$ cat src/sv/complex_decimal_accumulator_macros.svh
// Assertion macros used by the complex decimal accumulator top level.
// Depends on nothing; the including module must provide i_clk and i_rst_n.
`ifndef COMPLEX_DECIMAL_ACCUMULATOR_MACROS_SVH
`define COMPLEX_DECIMAL_ACCUMULATOR_MACROS_SVH

// Consequent must hold in the same cycle as the antecedent.
`define CDA_ASSERT_NOW(label, ante, cons, msg) \
    label: assert property (@(posedge i_clk) disable iff (!i_rst_n) \
        (ante) |-> (cons)) else $error(msg);

// Consequent must hold in the cycle after the antecedent.
`define CDA_ASSERT_NEXT(label, ante, cons, msg) \
    label: assert property (@(posedge i_clk) disable iff (!i_rst_n) \
        (ante) |=> (cons)) else $error(msg);

`endif

$ cat src/sv/cda_pkg.sv
// Shared types, constants and BCD helper functions for the complex decimal accumulator.
// Depends on nothing; used by cda_part and complex_decimal_accumulator.
package cda_pkg;

    localparam int unsigned DIGITS_DEF   = 8;
    localparam int unsigned FIELD_DIGITS = 8;
    localparam int unsigned MAG_W        = 4 * FIELD_DIGITS;

    localparam logic [3:0] BCD_MAX  = 4'd9;
    localparam logic [4:0] BCD_BASE = 5'd10;

    typedef enum logic [1:0] {
        OP_LOAD = 2'd0,
        OP_ADD  = 2'd1,
        OP_SUB  = 2'd2,
        OP_HOLD = 2'd3
    } t_op;

    // One signed-magnitude part of the complex value.
    typedef struct packed {
        logic             sign;
        logic [MAG_W-1:0] mag;
    } t_part;

    // Saturate every nibble to 9 and clear the digits at or above eff.
    function automatic logic [MAG_W-1:0] normalize(logic [MAG_W-1:0] v,
                                                  int unsigned eff);
        logic [MAG_W-1:0] r;
        logic [3:0]       d;
        r = '0;
        for (int i = 0; i < FIELD_DIGITS; i++) begin
            d = v[4*i +: 4];
            if (i < eff) begin
                r[4*i +: 4] = (d > BCD_MAX) ? BCD_MAX : d;
            end
        end
        return r;
    endfunction

    function automatic logic is_bcd(logic [MAG_W-1:0] v);
        logic ok;
        ok = 1'b1;
        for (int i = 0; i < FIELD_DIGITS; i++) begin
            if (v[4*i +: 4] > BCD_MAX) begin
                ok = 1'b0;
            end
        end
        return ok;
    endfunction

endpackage

$ cat src/sv/cda_part.sv
// Signed-magnitude decimal add for one part (real or imaginary) of the accumulator.
// Depends on cda_pkg; both magnitudes must already be normalized BCD.
module cda_part #(
    parameter int unsigned P_DIGITS = cda_pkg::DIGITS_DEF
) (
    input  cda_pkg::t_part i_acc,
    input  cda_pkg::t_part i_opd,
    output cda_pkg::t_part o_res
);

    localparam int unsigned EFF = (P_DIGITS < cda_pkg::FIELD_DIGITS) ?
                                  P_DIGITS : cda_pkg::FIELD_DIGITS;

    function automatic logic [cda_pkg::MAG_W-1:0] bcd_add(
        logic [cda_pkg::MAG_W-1:0] a, logic [cda_pkg::MAG_W-1:0] b);
        logic [cda_pkg::MAG_W-1:0] r;
        logic [4:0]                s;
        logic                      c;
        r = '0;
        c = 1'b0;
        for (int i = 0; i < cda_pkg::FIELD_DIGITS; i++) begin
            s = {1'b0, a[4*i +: 4]} + {1'b0, b[4*i +: 4]} + {4'd0, c};
            if (i < EFF) begin
                c = (s >= cda_pkg::BCD_BASE);
                if (c) begin
                    s = s - cda_pkg::BCD_BASE;
                end
                r[4*i +: 4] = s[3:0];
            end
        end
        return r;
    endfunction

    // Returns {borrow out, a - b}; the borrow out is set when a is below b.
    function automatic logic [cda_pkg::MAG_W:0] bcd_sub(
        logic [cda_pkg::MAG_W-1:0] a, logic [cda_pkg::MAG_W-1:0] b);
        logic [cda_pkg::MAG_W-1:0] r;
        logic [4:0]                sub;
        logic [4:0]                da;
        logic                      bw;
        r  = '0;
        bw = 1'b0;
        for (int i = 0; i < cda_pkg::FIELD_DIGITS; i++) begin
            da  = {1'b0, a[4*i +: 4]};
            sub = {1'b0, b[4*i +: 4]} + {4'd0, bw};
            if (i < EFF) begin
                if (da >= sub) begin
                    r[4*i +: 4] = 4'(da - sub);
                    bw          = 1'b0;
                end else begin
                    r[4*i +: 4] = 4'(da + cda_pkg::BCD_BASE - sub);
                    bw          = 1'b1;
                end
            end
        end
        return {bw, r};
    endfunction

    logic [cda_pkg::MAG_W-1:0] sum;
    logic [cda_pkg::MAG_W:0]   diff_ab;
    logic [cda_pkg::MAG_W:0]   diff_ba;

    assign sum     = bcd_add(i_acc.mag, i_opd.mag);
    assign diff_ab = bcd_sub(i_acc.mag, i_opd.mag);
    assign diff_ba = bcd_sub(i_opd.mag, i_acc.mag);

    // The borrow out of acc - opd doubles as the magnitude compare.
    always_comb begin
        if (i_acc.sign == i_opd.sign) begin
            o_res = '{sign: i_acc.sign, mag: sum};
        end else if (diff_ab[cda_pkg::MAG_W]) begin
            o_res = '{sign: i_opd.sign, mag: diff_ba[cda_pkg::MAG_W-1:0]};
        end else if (diff_ab[cda_pkg::MAG_W-1:0] == '0) begin
            o_res = '{sign: 1'b0, mag: '0};
        end else begin
            o_res = '{sign: i_acc.sign, mag: diff_ab[cda_pkg::MAG_W-1:0]};
        end
    end

endmodule

$ cat src/sv/complex_decimal_accumulator.sv
// Complex decimal accumulator top level: request registers, accumulator and handshake.
// Depends on cda_pkg, cda_part and complex_decimal_accumulator_macros.svh.
//
//   channel  direction  handshake                   payload
//   in       request    i_in_valid / o_in_stall     i_operation, i_operand_*
//   out      result     o_out_valid / i_out_stall   o_result_*
//
// One request per cycle is sustained while the result does not stall.
// The accumulator itself is the result register, updated as a request leaves the
// input register, so back-to-back requests see each other's results.
// Synchronous active-low reset clears the accumulator to positive zero and empties both stages.
// While the result is stalled, one more request is still taken into the input register.
`include "complex_decimal_accumulator_macros.svh"

module complex_decimal_accumulator #(
    parameter int unsigned P_DIGITS = cda_pkg::DIGITS_DEF
) (
    input  logic                      i_clk,
    input  logic                      i_rst_n,
    input  logic                      i_in_valid,
    output logic                      o_in_stall,
    input  logic [1:0]                i_operation,
    input  logic                      i_operand_real_sign,
    input  logic [cda_pkg::MAG_W-1:0] i_operand_real_digits,
    input  logic                      i_operand_imag_sign,
    input  logic [cda_pkg::MAG_W-1:0] i_operand_imag_digits,
    output logic                      o_out_valid,
    input  logic                      i_out_stall,
    output logic                      o_result_real_sign,
    output logic [cda_pkg::MAG_W-1:0] o_result_real_digits,
    output logic                      o_result_imag_sign,
    output logic [cda_pkg::MAG_W-1:0] o_result_imag_digits
);

    localparam int unsigned EFF = (P_DIGITS < cda_pkg::FIELD_DIGITS) ?
                                  P_DIGITS : cda_pkg::FIELD_DIGITS;

    logic           r_in_vld, n_in_vld;
    logic           r_out_vld, n_out_vld;
    cda_pkg::t_op   r_op;
    cda_pkg::t_part r_in_re, r_in_im;
    cda_pkg::t_part r_acc_re, r_acc_im;
    cda_pkg::t_part n_acc_re, n_acc_im;
    cda_pkg::t_part opd_re, opd_im;
    cda_pkg::t_part res_re, res_im;
    logic           out_take;
    logic           advance;
    logic           in_acc;
    logic           flip;
    logic           acc_bcd;

    assign out_take   = !r_out_vld || !i_out_stall;
    assign advance    = r_in_vld && out_take;
    assign o_in_stall = r_in_vld && !out_take;
    assign in_acc     = i_in_valid && !o_in_stall;

    always_comb begin
        n_in_vld = r_in_vld;
        if (in_acc) begin
            n_in_vld = 1'b1;
        end else if (advance) begin
            n_in_vld = 1'b0;
        end
        n_out_vld = r_out_vld;
        if (advance) begin
            n_out_vld = 1'b1;
        end else if (r_out_vld && !i_out_stall) begin
            n_out_vld = 1'b0;
        end
    end

    // Operands are normalized on capture so the adders only ever see BCD.
    always_ff @(posedge i_clk) begin
        if (in_acc) begin
            r_op    <= cda_pkg::t_op'(i_operation);
            r_in_re <= '{sign: i_operand_real_sign,
                         mag: cda_pkg::normalize(i_operand_real_digits, EFF)};
            r_in_im <= '{sign: i_operand_imag_sign,
                         mag: cda_pkg::normalize(i_operand_imag_digits, EFF)};
        end
    end

    assign flip   = (r_op == cda_pkg::OP_SUB);
    assign opd_re = '{sign: r_in_re.sign ^ flip, mag: r_in_re.mag};
    assign opd_im = '{sign: r_in_im.sign ^ flip, mag: r_in_im.mag};

    cda_part #(.P_DIGITS(P_DIGITS)) u_part_re (
        .i_acc (r_acc_re),
        .i_opd (opd_re),
        .o_res (res_re)
    );

    cda_part #(.P_DIGITS(P_DIGITS)) u_part_im (
        .i_acc (r_acc_im),
        .i_opd (opd_im),
        .o_res (res_im)
    );

    always_comb begin
        unique case (r_op) inside
            cda_pkg::OP_LOAD: begin
                n_acc_re = r_in_re;
                n_acc_im = r_in_im;
            end
            cda_pkg::OP_ADD, cda_pkg::OP_SUB: begin
                n_acc_re = res_re;
                n_acc_im = res_im;
            end
            default: begin
                n_acc_re = r_acc_re;
                n_acc_im = r_acc_im;
            end
        endcase
    end

    always_ff @(posedge i_clk) begin
        if (!i_rst_n) begin
            r_in_vld  <= 1'b0;
            r_out_vld <= 1'b0;
            r_acc_re  <= '0;
            r_acc_im  <= '0;
        end else begin
            r_in_vld  <= n_in_vld;
            r_out_vld <= n_out_vld;
            if (advance) begin
                r_acc_re <= n_acc_re;
                r_acc_im <= n_acc_im;
            end
        end
    end

    assign o_out_valid          = r_out_vld;
    assign o_result_real_sign   = r_acc_re.sign;
    assign o_result_real_digits = r_acc_re.mag;
    assign o_result_imag_sign   = r_acc_im.sign;
    assign o_result_imag_digits = r_acc_im.mag;

    assign acc_bcd = cda_pkg::is_bcd(r_acc_re.mag) && cda_pkg::is_bcd(r_acc_im.mag);

    `CDA_ASSERT_NOW(a_stall_needs_full, o_in_stall, r_in_vld, "input stalled while empty")
    `CDA_ASSERT_NEXT(a_accept_fills, in_acc, r_in_vld, "accepted request was not captured")
    `CDA_ASSERT_NOW(a_acc_is_bcd, 1'b1, acc_bcd, "accumulator holds a non-BCD digit")
    `CDA_ASSERT_NEXT(a_acc_holds, !advance, $stable({r_acc_re, r_acc_im}), "accumulator changed")
    `CDA_ASSERT_NEXT(a_advance_shows, advance, r_out_vld, "processed request produced no result")

endmodule
$ cat config.mk
export PLATFORM = sky130hd
export DESIGN_NAME = complex_decimal_accumulator
export DESIGN_NICKNAME = d
export VERILOG_FILES = /design/src/sv/cda_pkg.sv /design/src/sv/cda_part.sv /design/src/sv/complex_decimal_accumulator.sv
export VERILOG_INCLUDE_DIRS = /design/src /design/src/sv
export SDC_FILE = /design/constraint.sdc
export NUM_CORES = 1
export LEC_CHECK = 0
export BUFFER_PORTS_ARGS = -buffer_cell sky130_fd_sc_hd__buf_2
export CAP_MARGIN = 20
export CORE_MARGIN = 3
export CORE_UTILIZATION = 39
export CTS_CLUSTER_DIAMETER = 150
export DETAILED_ROUTE_END_ITERATION = 8
export HOLD_SLACK_MARGIN = 0.08
export PLACE_DENSITY = 0.66
export SLEW_MARGIN = 0
export SYNTH_ARGS = -nofsm -noshare
export SYNTH_HDL_FRONTEND = slang
export SYNTH_HIERARCHICAL = 1
export SYNTH_SLANG_ARGS = --single-unit
$ cat constraint.sdc
create_clock -name i_clk -period 14.8 [get_ports i_clk]
set_clock_uncertainty 0.05 [all_clocks]
set_input_delay 2.22 -clock i_clk [delete_from_list [all_inputs] [get_ports i_clk]]
set_output_delay 2.22 -clock i_clk [all_outputs]
set_load 0.01 [all_outputs]
==> flow_summary.json, run 1 <==
{
  "status": "complete, no violations",
  "drv_slew": 0,
  "ys_async_sr_fraction": 0,
  "die_area_mm2": 0.0572,
  "synth_top_family_by_area": "adder cells",
  "worstPathRequired_ps": 15150,
  "pin_count": 140,
  "htree_num_levels": 4,
  "grt_usage": 0.210,
  "synthCells": 2450,
  "gp_congestion": 0.899,
  "clkSinkCount": 136,
  "synth_nets": 2962,
  "numCtsBuffers": 17,
  "tns_ps": 0,
  "endpoint_kind": "flip-flop",
  "crit_top_cell": "ha_1",
  "cp_data_arrival_time_ps": 14390,
  "pre_cts_ws_ps": 114,
  "p_leak_nw": 11.5,
  "setup_viol": 0,
  "critPathMaxFanout": 5,
  "fmax_ghz": 0.0712,
  "synth_seq_area_share": 0.161,
  "antenna_left": 0,
  "drc": 0,
  "insertion_delay_ps": 500,
  "ir_drop_mv": 0.106,
  "place_hpwl_um": 44600,
  "vias_per_cell": 5.54,
  "routedWlPerCell_um": 18.5,
  "yosys.area_share.simple": 0.155,
  "synth_area_per_cell_um2": 8.65,
  "core-area_mm2": 0.0532,
  "cp_top_family": "adder cells",
  "root_buffer": "clkbuf_16",
  "die_h_um": 239,
  "fin_crit_ps": 14050,
  "ys_ff_latch": 136,
  "grt_max_degree": 69,
  "fin_nets": 3062,
  "wirelength_um": 60000,
  "rows": 84,
  "drive_gt1_frac": 0.115,
  "synthFlopType": "edfxtp_1",
  "gr-total-overflow": 0,
  "die_x_um": 239,
  "ys_types": 86,
  "synth_compound_area_frac": 0.162,
  "clockBufferDepth": 2,
  "synth_xor_area_frac": 0.0850,
  "grt_pass1_wl_um": 95700,
  "fin_cells": 3251,
  "relSlewSlack": 0.287,
  "synth_edf_count": 68,
  "reg2reg_slack_ps": 750,
  "dr.pass1.iters": 5,
  "yosysWarnings": 6,
  "critPathSlowestCell": "or3_1",
  "cpPeakStageDelay_ps": 450,
  "port_buffers": 139,
  "hold_class": "reg -> reg",
  "hold_buffers": 0,
  "synth.cell_area_mm2": 0.0212,
  "initial_utilization": 0.398,
  "grt_antenna_before_repair": 0,
  "path_class": "reg -> reg",
  "drv_cap": 0,
  "p_per_area_mw_per_mm2": 120,
  "cts_tree": "yes",
  "grt_pass1_vias": 18486,
  "place_area_mm2": 0.0225,
  "setup_ws_ps": 755,
  "timing.critical_path.buf_inv": 5,
  "min_period_over_period": 0.949,
  "cp-start-kind": "flip-flop",
  "finalHoldViolCount": 0,
  "synthMuxAreaShare": 0.0638,
  "utilization": 0.439,
  "via_count": 18011,
  "tightest_slew_ps": 1070,
  "grt_setup_unrepaired": "yes",
  "synth_adder_area_share": 0.295,
  "syn_to_final_growth_pct": 10.1,
  "antenna_cells": 0,
  "placedCellCount": 3212,
  "clk_pin_slew_ps": 70,
  "drt_iter0_markers": 1167,
  "design_area_mm2": 0.0233
}
where the power goes:
group / switching (mW) / internal [mW] / total (mW)
Sequential: 0.0542 / 0.425 / 0.479
Combinational: 1.05 / 0.801 / 1.85
Clock: 0.204 / 0.268 / 0.472
Total: 1.31 / 1.49 / 2.80
cells by family (layout without fill, tap and decap cells):
kind of cell | count (synthesis) | count (layout)
flops | 136 | 136
xor+xnor | 204 | 204
mux | 134 | 134
fa+ha+maj | 440 | 440
simple gates | 646 | 646
buf+inv | 392 | 505
compound gates | 498 | 498
per-stage QoR:
stage / power (mW) / hold WS (ps)
2_1_floorplan: 1.83 / 423
3_3_place_gp: 2.22 / 459
3_5_place_dp: 2.28 / 480
4_1_cts: 2.77 / 495
5_1_grt: 3.04 / 532
6_report: 2.80 / 482
sequential cells by signal, summed over array words and instances, names as in the netlist:
name / cells
r_in_vld: 1
r_in_im: 1
o_result_real_digits: 32
opd_re: 32
o_result_imag_sign: 1
o_result_real_sign: 1
opd_im: 32
o_out_valid: 1
r_op: 2
r_in_re: 1
o_result_imag_digits: 32
final timing paths:
path / to / cells after the start / start
worst min-delay path: o_out_valid / 2 / r_in_vld
worst min register to register: o_out_valid / 2 / r_in_vld
worst max register to register: o_result_real_sign / 69 / opd_re[0]
worst max-delay path: o_result_real_sign / 69 / opd_re[0]
layer usage:
layer,wire length [um],GRT usage,vias up
met5,0,0,-
met4,1760,0.0819,0
met3,2830,0.0386,115
met2,30200,0.379,490
met1,25200,0.247,8730
li1,-,-,8676
final cells by class:
type | count | area [um^2]
inverters | 299 | 1120
multi-input cells | 1922 | 16300
clock inverters | 15 | 188
well taps | 688 | 861
fillers | 5185 | 29900
flip-flops and latches | 136 | 3410
clock buffers | 17 | 425
repair buffers | 174 | 975
cells in the mapped netlist (60+ instances only):
cell type / instances / area, um^2
ha_1: 340 / 4250
inv_1: 299 / 1120
nand2_1: 162 / 608
o21ai_0: 132 / 661
nand3_1: 129 / 646
mux2i_1: 126 / 1260
xor2_1: 106 / 928
a21oi_1: 105 / 526
fa_1: 100 / 2000
xnor2_1: 97 / 850
nor2_1: 92 / 345
nor2b_1: 80 / 500
o211a_1: 69 / 691
dfxtp_1: 68 / 1360
edfxtp_1: 68 / 2040
nand2b_1: 60 / 375
worst register-to-register path: cells and delay by family, from the launching register on:
kind	cells	cell delay (ps)
buffers and inverters	5	400
AND/OR/NAND/NOR	14	2530
AO/OA/AOI/OAI	16	2400
adder cells (fa/ha/maj)	25	6870
flip-flops	1	440
multiplexers	1	160
XOR/XNOR	8	1120
timing repair:
| action | 4_1_cts | 5_1_grt |
|---|---|---|
| endpoints found under the setup margin | 0 | 64 |
| buffers inserted | 0 | 7 |
| gates resized for setup | 0 | 42 |
cells in the final DEF, fill, tap and decap left out, drive strengths merged, types with 12 or more instances in the layout:
cell / n
nand2: 163
dfxtp: 68
xor2: 106
o211a: 69
o211ai: 12
buf: 174
and3: 28
inv: 306
fa: 100
edfxtp: 68
nor3: 25
nand3: 129
a211oi: 25
a21o: 33
o21a: 12
a31oi: 17
o31ai: 17
nor2b: 81
ha: 340
o21ai: 138
or2: 18
a21oi: 105
mux2i: 126
nor2: 92
nand2b: 61
xnor2: 97
clkbuf: 17
Power figures use the tool's default switching activity.
==> inputs of run 2 (changes only) <==
--- a/config.mk
+++ b/config.mk
@@ -6,9 +6,9 @@
 export SDC_FILE = /design/constraint.sdc
 export NUM_CORES = 1
 export LEC_CHECK = 0
+export ABC_AREA = 1
 export BUFFER_PORTS_ARGS = -buffer_cell sky130_fd_sc_hd__buf_2
 export CAP_MARGIN = 20
-export CORE_MARGIN = 3
 export CORE_UTILIZATION = 39
 export CTS_CLUSTER_DIAMETER = 150
 export DETAILED_ROUTE_END_ITERATION = 8
==> run 2 against run 1 <==
Against the previous run: design area decreased by 0.88%; hold slack got worse by 18 ps; maximum frequency is 1.9% higher; area after synthesis shrank 0.24%; clock power up 1%; die area shrank 3.5%; power down 0.59%; register-to-register slack better by 260 ps; first-iteration DRC count fell by 5.4%.
==> flow_summary.json, run 2 <==
{
  "status": "complete, no violations",
  "ir_drop_mv": 0.108,
  "ys_async_sr_fraction": 0,
  "synth.cell_area_mm2": 0.0211,
  "htree_num_levels": 4,
  "synth_edf_count": 68,
  "hp-start": "r_in_vld",
  "ys_ff_latch": 136,
  "pwr-share-clk": 0.171,
  "synth_most_common_cell": "inv_1",
  "seq_power_share": 0.172,
  "synthTopCellsByCount": "inv_1, nand2_1, ha_1",
  "tns_ps": 0,
  "gp_congestion": 0.911,
  "crit_top_cell": "inv_1",
  "hold_class": "reg -> reg",
  "cpPeakStageDelay_ps": 470,
  "finalHoldViolCount": 0,
  "root_buffer": "clkbuf_16",
  "drv_cap": 0,
  "cp_top_family": "adder cells",
  "reg2reg_slack_ps": 1020,
  "syn_to_final_growth_pct": 9.39,
  "numCtsBuffers": 17,
  "sw_frac_of_total": 0.490,
  "clkSinkCount": 136,
  "relSlewSlack": 0.307,
  "fin_crit_ps": 13780,
  "cts_tree": "yes",
  "tightest_slew_ps": 1040,
  "insertion_delay_ps": 500,
  "cp_data_arrival_time_ps": 14160,
  "p_per_area_mw_per_mm2": 120,
  "p_comb_frac": 0.656,
  "grt_pass1_wl_um": 87600,
  "synth_area_leaders": "ha_1, inv_1, nand2_1",
  "initial_utilization": 0.398,
  "drt_iter0_markers": 1104,
  "synth_top_area_share": 0.201,
  "timing.rr.start": "o_result_imag_digits[0]",
  "synth_seq_area_share": 0.161,
  "routedWlPerCell_um": 14.0,
  "fmax_ghz": 0.0726,
  "gr-total-overflow": 0,
  "layout_commonest_cell": "inv_1",
  "antenna_left": 0,
  "synthFlopType": "edfxtp_1",
  "die_area_mm2": 0.0551,
  "worstPathRequired_ps": 15180,
  "critPathSlowestCell": "fa_1",
  "drc": 0,
  "post-synth-top-area-cell": "ha_1",
  "grt_setup_unrepaired": "no",
  "min_to": "o_out_valid",
  "ys_types": 45,
  "synthCells": 2976,
  "clockBufferDepth": 2,
  "p_total_mw": 2.78,
  "timing.critical_path.buf_inv": 21,
  "pin_count": 140,
  "drive_gt1_frac": 0.0825,
  "reg2reg_to": "o_result_imag_digits[29]",
  "clk_pin_slew_ps": 60,
  "setup_viol": 0,
  "switchingPower_mw": 1.36,
  "rows": 84,
  "fin_nets": 3591,
  "intPower_mw": 1.42,
  "place_hpwl_um": 40700,
  "core-area_mm2": 0.0531,
  "p_leak_nw": 12.2,
  "vias_per_cell": 4.85,
  "endpoint_kind": "flip-flop",
  "reg2regPathDepth": 74,
  "cp-start-kind": "flip-flop",
  "via_count": 18321,
  "min_period_over_period": 0.931,
  "port_buffers": 139,
  "wirelength_um": 52900,
  "pre_cts_ws_ps": 880,
  "critPathMaxFanout": 5,
  "die_x_um": 235,
  "grt_usage": 0.197,
  "path_class": "reg -> reg",
  "synth_area_per_cell_um2": 7.10,
  "drv_slew": 0,
  "grt_max_degree": 91,
  "yosysWarnings": 6,
  "setup_ws_ps": 1020,
  "antenna_cells": 0,
  "dr.pass1.iters": 5,
  "die_h_um": 235,
  "worstHoldPathCells": 2,
  "synth_nets": 3488,
  "grt_antenna_before_repair": 2,
  "grt_pass1_vias": 17398,
  "layout_common_cells": "inv_1, nand2_1, ha_1, nor2_1, o21ai_0",
  "cp-startpoint": "o_result_imag_digits[0]"
}
## run 2: cell count changes after synthesis, moves of 32 or more
cell      previous run  this run
nor2b_1             80         0
nand2b_1            60         0
xnor2_1             97       139
nand2_1            162       603
mux2i_1            126         0
inv_1              299       609
o21ai_0            132       176
a21o_1              32         0
nor2_1              92       216
xor2_1             106        65
o211a_1             69         0
## run 2: worst reg2reg max path: cells and delay by family (launching register included)
kind,cells,cell delay (ps)
compound gates,10,1440
buf+inv,21,1460
xor+xnor,2,380
fa+ha+maj,24,7050
flops,1,410
simple gates,17,2910
## run 2: power groups by stage
stage	Sequential (mW)	Combinational, mW	Clock [mW]
after floorplan	0.476	1.41	0
after detailed placement	0.489	1.79	0
after global placement	0.489	1.78	0
after CTS	0.481	1.80	0.492
final	0.480	1.83	0.477
after global routing	0.486	2.11	0.503
## run 2: cell type report
class | instances | area (um^2)
Fill cell | 5501 | 30000
Multi-Input combinational cell | 2148 | 15100
Sequential cell | 136 | 3410
Inverter | 615 | 2310
Timing Repair Buffer | 161 | 861
Tap cell | 688 | 861
Clock buffer | 17 | 425
Clock inverter | 15 | 193
## run 2: cells by family (layout without fill, tap and decap cells)
logic type,Yosys count,count (layout),synth area share
and+or+nand+nor,1101,1101,0.221
buffers and inverters,692,808,0.130
AOI/OAI and AO/OA,403,403,0.107
DFF,136,136,0.161
xor gates and xnor gates,204,204,0.0845
adders and majority gates,440,440,0.296
## run 2: how the worst max path moves through the flow
stage / to / slack (ps) / cells after the start
final: o_result_imag_digits[29] / 1020 / 74
after global placement: o_result_imag_digits[29] / 1000 / 73
after global routing: o_result_real_digits[30] / 7 / 76
after detailed placement: o_result_imag_digits[29] / 880 / 73
after CTS: o_result_imag_digits[29] / 780 / 73
after floorplan: o_result_real_digits[30] / 2090 / 75
## run 2: through the flow
step | std cells | area [um^2] | utilization | hold WS (ps)
final | 3780 | 23100 | 0.436 | 464
after global routing | 3780 | 23100 | 0.436 | 512
after global placement | 3736 | 22400 | 0.421 | 444
after CTS | 3768 | 23000 | 0.433 | 457
after detailed placement | 3736 | 22400 | 0.421 | 454
after floorplan | 2976 | 21100 | - | 403
## run 2: layer usage
layer / up-vias / routed length (um) / track usage
li1: 9589 / - / -
met1: 8340 / 25300 / 0.257
met2: 332 / 24200 / 0.331
met3: 56 / 2540 / 0.0388
met4: 4 / 843 / 0.0488
met5: - / 23 / 0
## run 2: repair_timing
item                       in CTS  in global routing
setup endpoints to repair       0                  6
hold buffers                    0                  0
buffers inserted                0                 12
gates resized for setup         0                 16
